**config.mk**
```make
export PLATFORM = sky130hd
export DESIGN_NAME = zmg_mac
export DESIGN_NICKNAME = d
export VERILOG_FILES = /design/src/rtl/core/zmg_pkg.sv /design/src/rtl/core/zmg_mac.sv
export SDC_FILE = /design/constraint.sdc
export NUM_CORES = 1
export LEC_CHECK = 0
export BUFFER_PORTS_ARGS = -buffer_cell sky130_fd_sc_hd__buf_2
export CAP_MARGIN = 20
export CORE_ASPECT_RATIO = 1.2
export CORE_MARGIN = 1
export CORE_UTILIZATION = 59
export DETAILED_ROUTE_END_ITERATION = 7
export PLACE_DENSITY = 0.79
export SLEW_MARGIN = 20
export SYNTH_ARGS = -nofsm -noshare
export SYNTH_HDL_FRONTEND = slang
export SYNTH_SLANG_ARGS = --single-unit
```
**constraint.sdc**
```tcl
create_clock -name i_clk -period 11.09 [get_ports i_clk]
set_input_delay 0.5545 -clock i_clk [delete_from_list [all_inputs] [get_ports i_clk]]
set_output_delay 0.5545 -clock i_clk [all_outputs]
set_load 0.03 [all_outputs]
```
**src/rtl/core/zmg_pkg.sv**
```systemverilog
`timescale 1ns / 1ps
package zmg_pkg;
    localparam int MAX_WIDTH   = 4096;
    localparam int MAX_KERNEL  = 15;
    localparam int PIXEL_BITS  = 16;
    localparam int COEF_BITS   = 24;
    localparam int RES_BITS    = 32;
    localparam int CFG_BITS    = 16;
    localparam int COL_BITS    = $clog2(MAX_WIDTH);
    localparam int ROW_BITS    = 16;
    localparam int WID_BITS    = COL_BITS + 1;
    localparam int KER_BITS    = $clog2(MAX_KERNEL + 1);
    localparam int LINE_ROWS   = MAX_KERNEL - 1;
    localparam int SLOT_BITS   = $clog2(LINE_ROWS);
    localparam int LINE_DEPTH  = LINE_ROWS * MAX_WIDTH;
    localparam int LADDR_BITS  = SLOT_BITS + COL_BITS;
    localparam int TABLE_SIZE  = MAX_KERNEL * MAX_KERNEL;
    localparam int CIDX_BITS   = 8;
    localparam int CADDR_BITS  = $clog2(TABLE_SIZE);
    localparam int PROD_BITS   = PIXEL_BITS + 1 + COEF_BITS;
    localparam int ACC_BITS    = PROD_BITS + $clog2(TABLE_SIZE) + 1;
    localparam int FRAC_DROP   = 14;

    typedef enum logic [1:0] {
        CFG_WIDTH  = 2'd0,
        CFG_HEIGHT = 2'd1,
        CFG_KSIZE  = 2'd2,
        CFG_CLIP   = 2'd3
    } t_cfg_idx;

    localparam logic OP_COEF  = 1'b0;
    localparam logic OP_PIXEL = 1'b1;

    typedef enum logic [1:0] {
        S_IDLE,
        S_RUN,
        S_DRAIN,
        S_DONE
    } t_state;

    typedef struct packed {
        logic vld;
        logic clr;
    } t_mac_ctl;
endpackage

```
**src/rtl/core/zmg_mac.sv**
```systemverilog
`timescale 1ns / 1ps
module zmg_mac import zmg_pkg::*; (
    input  logic                        i_clk,
    input  logic                        i_rst_n,
    input  t_mac_ctl                    i_ctl,
    input  logic [PIXEL_BITS-1:0]       i_pix,
    input  logic signed [COEF_BITS-1:0] i_coef,
    input  logic                        i_clip,
    output logic                        o_busy,
    output logic signed [RES_BITS-1:0]  o_result
);
    logic signed [PROD_BITS-1:0] r_prod;
    logic                        r_pv;
    logic signed [ACC_BITS-1:0]  r_acc;
    logic signed [ACC_BITS-1:0]  w_rnd;
    logic signed [ACC_BITS-FRAC_DROP-1:0] w_q;
    logic signed [RES_BITS-1:0]  w_sat;

    always_ff @(posedge i_clk) begin
        if (!i_rst_n) begin
            r_pv <= 1'b0;
        end else begin
            r_pv <= i_ctl.vld;
        end
    end

    always_ff @(posedge i_clk) begin
        if (i_ctl.vld) begin
            r_prod <= $signed({1'b0, i_pix}) * i_coef;
        end
        if (i_ctl.clr) begin
            r_acc <= '0;
        end else if (r_pv) begin
            r_acc <= r_acc + ACC_BITS'(r_prod);
        end
    end

    // round half up to q.8, saturate, optional clip
    always_comb begin
        w_rnd = r_acc + ACC_BITS'(1 << (FRAC_DROP - 1));
        w_q   = w_rnd[ACC_BITS-1:FRAC_DROP];
        if (w_q > $signed((ACC_BITS-FRAC_DROP)'({1'b0, {(RES_BITS-1){1'b1}}}))) begin
            w_sat = {1'b0, {(RES_BITS-1){1'b1}}};
        end else if (w_q < -$signed((ACC_BITS-FRAC_DROP)'({1'b1, {(RES_BITS-1){1'b0}}}))) begin
            w_sat = {1'b1, {(RES_BITS-1){1'b0}}};
        end else begin
            w_sat = w_q[RES_BITS-1:0];
        end
        o_result = (i_clip && w_sat[RES_BITS-1]) ? '0 : w_sat;
    end

    assign o_busy = r_pv;
endmodule

```
==> impl_metrics.env, run 1 <==
export IMPL_grt_pass1_wl_um=82400
export IMPL_die_w_um=173
export IMPL_cts_setup_buffers=0
export IMPL_setup_tns_ns=0
export IMPL_async_reset_ff_share_pct=0
export IMPL_clock_skew_ns=0.0103
export IMPL_cts_tree="built"
export IMPL_synth_largest_area_cell="fa_1"
export IMPL_post_cts_resized=0
export IMPL_viasPerCell=5.64
export IMPL_hold_buffers=0
export IMPL_dieArea_um2=36000
export IMPL_io_pins=78
export IMPL_fin_area_um2=21700
export IMPL_ant_nets=0
export IMPL_wl_per_cell_um=17.2
export IMPL_overflow=0
export IMPL_period_needed_ns=6.73
export IMPL_place_congestion=0.955
export IMPL_critPathKind="in -> reg"
export IMPL_fin_nets=2951
export IMPL_final_layout_size_suffix_gt1_share_pct=5.67
export IMPL_slew_headroom_pct=41.0
export IMPL_regArea_um2=2250
export IMPL_grt_usage_pct=28.4
export IMPL_cp_required_ns=11.20
export IMPL_port_buffers=77
export IMPL_syn_inst=2382
export IMPL_clockBufferDepth=2
export IMPL_whs_path_depth=2
export IMPL_grt_max_degree=54
export IMPL_clk_latency_ns=0.37
export IMPL_seq_area_frac_synth_pct=10.8
export IMPL_slew_violations=0
export IMPL_synth_edff_count=41
export IMPL_ys_types=78
export IMPL_tightestPinTransition_ns=0.885
export IMPL_die_height_um=208
export IMPL_firstDrtPassIters=7
export IMPL_crit_fanout=24
export IMPL_max_freq_mhz=149
export IMPL_outcome="finished, final reports clean"
export IMPL_cp_end_kind="flop"
export IMPL_area_delta_synth_final_pct=4.40
export IMPL_multiInputGateArea_um2=16300
export IMPL_num_vias=16000
export IMPL_synth_cell_area_um2=20800
export IMPL_rows=75
export IMPL_hold_path_class="in -> reg"
export IMPL_ys_flop_type="dfxtp_1"
export IMPL_clkSinkCount=92
export IMPL_final_period_utilization_pct=60.7
export IMPL_max_cap_violations=0
export IMPL_setup_violations=0
export IMPL_cts_made_buffers=9
export IMPL_ys_ff_latch=92
export IMPL_ys_warn_count=0
export IMPL_timing_reg2reg_worst_path_depth=12
export IMPL_num_antenna_cells=0
export IMPL_placed_area_um2=21400
export IMPL_dp_hpwl_um=39100
export IMPL_start_kind="input pin"
export IMPL_yosys_area_top_type_share_pct=36.4
export IMPL_syn_area_per_cell_um2=8.74
export IMPL_cp_arrival_ns=6.85
export IMPL_rsz0062_at_grt="no"
export IMPL_hold_viol=0
export IMPL_cts_root_buffer="clkbuf_16"
export IMPL_drc=0
export IMPL_syn_num_nets=2956
export IMPL_htree_num_levels=3
export IMPL_synth_top_cells_by_area="fa_1 (36%), ha_1 (9.1%), inv_1 (8.8%), edfxtp_1 (5.9%), nand2_1 (5.4%)"
export IMPL_path_clk_slew_ns=0.07
export IMPL_coreArea_um2=34800
export IMPL_grt_pass1_vias=17100
export IMPL_dr_first_iter_drc_count=1146
export IMPL_start_util_pct=59.8
export IMPL_drt_total_wl_um=49000
export IMPL_fillers=2944
export IMPL_antenna_found_initial=0
[worst paths after layout]
path / endpoint / startpoint / slack [ns]
worst max-delay path: r_prod[39] / i_pix[4] / 4.36
worst min-delay path: o_busy / i_rst_n / 0.40
worst max register to register: r_acc[48] / r_acc[0] / 7.90
worst min register to register: r_acc[8] / r_acc[8] / 0.51
[through the flow]
step | instances | utilization [%] | hold WS (ns) | setup slack [ns]
finish | 2844 | 62.4 | 0.401 | 4.36
global placement | 2827 | 61.5 | 0.474 | 4.24
detailed placement | 2827 | 61.5 | 0.489 | 4.11
floorplan | 2382 | - | 0.459 | 4.72
CTS | 2843 | 62.4 | 0.386 | 4.50
global route | 2844 | 62.4 | 0.394 | 4.12
[routing by layer]
layer  global-route usage (%)  share of wire [%]
met3                     4.12                7.3
met5                        0                  0
met1                     37.3                 42
met4                     9.46                3.0
met2                     48.2                 48
[synthesized netlist by cell type, types with 41 or more instances]
master and number:
a21o_1 54, a21oi_1 93, and2_1 171, clkbuf_1 84, dfxtp_1 51, edfxtp_1 41
fa_1 378, ha_1 151, inv_1 487, nand2_1 300, nor2_1 91, o21ai_0 42
xnor2_1 62, xor2_1 41
[kinds of logic after synthesis]
| kind of cell | share of synthesized area [%] |
|---|---|
| AO/OA/AOI/OAI | 10.5 |
| XOR/XNOR | 4.41 |
| adder cells (fa/ha/maj) | 45.4 |
| buffers and inverters | 10.8 |
| flip-flops | 10.8 |
| multiplexers | 1.21 |
| AND/OR/NAND/NOR | 16.8 |
[registers in the layout, summed over array words and instances (netlist names)]
name    cells
r_prod     41
r_acc      50
o_busy      1
[final cells by class]
type                    count  share of cell area [%]
clock buffers               9                    1.04
clock inverters             7                   0.403
inverters                 488                    8.43
multi-input cells        1704                    75.1
flip-flops and latches     92                    10.4
well taps                 462                    2.66
repair buffers             82                    1.96
[cells in the final DEF (no fill, tap or decap), types with 4 or more instances in the layout]
cell type	n
a211o_1	4
a211oi_1	13
a21o_1	54
a21oi_1	93
a31oi_1	11
and2_1	171
and3_1	13
and4_1	6
buf_2	77
buf_4	4
clkbuf_16	9
dfxtp_1	50
edfxtp_1	41
fa_1	378
ha_1	151
inv_1	487
inv_6	4
mux2i_1	24
nand2_1	300
nand2b_1	9
nand3_1	31
nand4_1	27
nor2_1	91
nor2b_1	11
nor3_1	22
nor4_1	4
o211ai_1	6
o21a_1	12
o21ai_0	42
o21ai_1	20
o21ai_2	12
o21bai_1	17
o22ai_1	10
or3_1	6
xnor2_1	62
xor2_1	41
[worst max-delay path: stages]
cell and delay, ns:
buf_2 0.48, nand2_1 0.18, fa_1 0.59, fa_1 0.45, fa_1 0.53, inv_1 0.06
fa_1 0.48, fa_1 0.54, inv_1 0.05, fa_1 0.53, inv_1 0.04, ha_1 0.37
a21o_1 0.21, a21o_1 0.17, a21oi_1 0.20, o21ai_0 0.14, a21oi_1 0.33, o221ai_1 0.31
a211o_1 0.34, a21oi_1 0.19, xnor2_1 0.09
Power of run 1 is left out: the tool's default activity adds up to more than one toggle a clock period on the data nets, which glitch-free logic cannot reach.
==> run 2: changes to the inputs <==
Settings changed: ABC_AREA set to 1, PLACE_DENSITY 0.79 to 0.81.
Clock period 11.09 ns to 5.5 ns, I/O delays scaled along.
==> impl_metrics.env, run 2 <==
export IMPL_wl_per_cell_um=16.5
export IMPL_final_common_cell="inv_1"
export IMPL_period_needed_ns=5.38
export IMPL_ys_types=47
export IMPL_rows=79
export IMPL_crit_family="adder cells"
export IMPL_coreArea_um2=38900
export IMPL_final_cell_mix="inv_1 (896), nand2_1 (821), fa_1 (376), nor2_1 (240), buf_4 (205)"
export IMPL_syn_area_per_cell_um2=7.06
export IMPL_area_delta_synth_final_pct=13.0
export IMPL_die_height_um=220
export IMPL_ys_flop_type="dfxtp_1"
export IMPL_ys_warn_count=0
export IMPL_firstDrtPassIters=6
export IMPL_r2r_end="r_acc[42]"
export IMPL_num_vias=21300
export IMPL_tightestPinTransition_ns=1.05
export IMPL_setup_ws_ns=0.117
export IMPL_gr_usage_met3_pct=4.34
export IMPL_cts_root_buffer="clkbuf_16"
export IMPL_htree_num_levels=3
export IMPL_cp_slowest_stage_delay_ns=0.56
export IMPL_drt_total_wl_um=66600
export IMPL_synth_top_cells_by_area="fa_1 (32%), inv_1 (14%), nand2_1 (13%), ha_1 (8.1%), edfxtp_1 (5.2%)"
export IMPL_start_kind="input pin"
export IMPL_final_period_utilization_pct=97.9
export IMPL_hold_viol=0
export IMPL_dp_hpwl_um=56300
export IMPL_busiest_layer="met2"
export IMPL_cp_endpoint="r_prod[39]"
export IMPL_hold_buffers=0
export IMPL_clock_skew_ns=0.00839
export IMPL_crit_fanout=13
export IMPL_async_reset_ff_share_pct=0
export IMPL_seq_area_frac_synth_pct=9.60
export IMPL_slew_headroom_pct=30.1
export IMPL_grt_pass1_vias=21900
export IMPL_viasPerCell=5.26
export IMPL_cp_end_kind="flop"
export IMPL_synth_common_cells="inv_1 (902), nand2_1 (832), fa_1 (378), nor2_1 (254), ha_1 (151)"
export IMPL_largest_reg_flops=50
export IMPL_synth_cell_area_um2=23500
export IMPL_place_congestion=1.01
export IMPL_num_antenna_cells=0
export IMPL_grt_max_degree=57
export IMPL_start_util_pct=60.3
export IMPL_synth_edff_count=41
export IMPL_timing_reg2reg_worst_path_depth=13
export IMPL_dp_slack_ns=-0.502
export IMPL_grt_pass1_wl_um=107000
export IMPL_drc=0
export IMPL_io_pins=78
export IMPL_cts_made_buffers=9
export IMPL_globalRouteMet1Util_pct=36.8
export IMPL_hold_path_class="in -> reg"
export IMPL_ant_nets=0
export IMPL_final_layout_size_suffix_gt1_share_pct=13.2
export IMPL_syn_inst=3323
export IMPL_dr_first_iter_drc_count=1648
export IMPL_slew_violations=0
export IMPL_setup_violations=0
export IMPL_port_buffers=77
export IMPL_max_cap_violations=0
export IMPL_startpoint="i_coef[18]"
export IMPL_ys_ff_latch=92
export IMPL_cts_tree="built"
export IMPL_syn_num_nets=3897
export IMPL_reg2reg_slack_ns=2.45
export IMPL_slowest_stage="fa_1"
export IMPL_yosysMostFrequentCell="inv_1"
export IMPL_crit_cells=22
export IMPL_overflow=0
export IMPL_path_clk_slew_ns=0.07
export IMPL_yosys_area_top_type_share_pct=32.2
export IMPL_clkSinkCount=92
export IMPL_path_buf_inv=7
export IMPL_antenna_found_initial=0
export IMPL_r2r_start="r_prod[0]"
export IMPL_synth_largest_area_cell="fa_1"
export IMPL_cp_arrival_ns=5.51
export IMPL_cp_required_ns=5.63
export IMPL_die_w_um=184
export IMPL_clockBufferDepth=2
export IMPL_crit_top_cell="fa_1"
export IMPL_largest_register="r_acc"
export IMPL_fin_nets=4088
export IMPL_max_freq_mhz=186
export IMPL_outcome="finished, final reports clean"
export IMPL_grt_use_met2_pct=62.8
export IMPL_dieArea_um2=40600
export IMPL_crit_chain="clkbuf_4 -> buf_4 -> nand2_1 -> fa_1 -> fa_1 -> fa_1 -> inv_1 -> fa_1 -> fa_1 -> inv_1 -> fa_1 -> inv_1 -> ha_4 -> nand2_2 -> nor2_4 -> inv_1 -> nor2_4 -> inv_2 -> nor4_4 -> nand3_1 -> nand4_1 -> nand2_1"
export IMPL_grt_usage_pct=34.0
export IMPL_critPathKind="in -> reg"
export IMPL_clk_latency_ns=0.37
## run 2: cell count changes after synthesis, sizes merged, moves of 36 or more
cell and change:
a21o -47, a21oi +72, and2 -167, inv +419
nand2 +566, nand3 +60, nor2 +170, xnor2 -36
## run 2: how the worst min path moves through the flow
stage                  start       end  slack (ns)  depth (start not counted)
finish               i_rst_n    o_busy        0.11                          3
global route         i_rst_n    o_busy        0.13                          3
CTS                  i_rst_n    o_busy        0.10                          3
detailed placement  r_acc[0]  r_acc[0]        0.47                          2
global placement    r_acc[0]  r_acc[0]        0.45                          2
floorplan           i_ctl[1]    o_busy        0.37                          2
## run 2: layer usage
| layer | routed length [um] | vias to the layer above |
|---|---|---|
| li1 | - | 10100 |
| met5 | 0 | - |
| met2 | 34000 | 878 |
| met1 | 24000 | 10000 |
| met4 | 4540 | 0 |
| met3 | 4150 | 267 |
## run 2: area by class of cell
type	instances	area [um2]
fill	3288	12400
multi-input combinational	2218	17700
sequential	92	2250
inverter	908	3410
clock buffer	9	225
clock inverter	7	91.3
tap	526	658
timing repair buffer	285	2130
## run 2: logic make-up (layout without fill, tap and decap cells)
kind of cell / after synthesis / after routing / share of synthesized area (%)
xor gates and xnor gates: 95 / 95 / 3.58
adders and majority gates: 529 / 529 / 40.3
DFF: 92 / 92 / 9.60
and+or+nand+nor: 1296 / 1296 / 22.6
AOI/OAI and AO/OA: 298 / 298 / 7.35
buffers and inverters: 1013 / 1209 / 16.6
## run 2: through the flow
step | cells | hold slack, ns | area, um2 | setup TNS [ns] | util (%)
floorplan | 3323 | 0.368 | 23500 | -0.0140 | -
global placement | 4026 | 0.454 | 25700 | -6.79 | 65.9
detailed placement | 4026 | 0.470 | 25700 | -8.65 | 65.9
CTS | 4042 | 0.100 | 26000 | 0 | 66.8
global route | 4045 | 0.132 | 26500 | -0.314 | 68.1
finish | 4045 | 0.111 | 26500 | 0 | 68.1
## run 2: worst register-to-register path: cells and delay by family (launching register included)
family          cells  cell delay (ns)
buf+inv             3             0.25
flops               1             0.35
fa+ha+maj           2             0.64
simple gates        6             0.94
compound gates      2             0.78
## run 2: timing repair
item                       in CTS  in global routing
gates cloned                    0                  0
buffers inserted                0                  3
resized for setup               9                123
pin swaps                       0                 38
setup endpoints to repair       9                 24
Power of run 2 is left out for the same reason.
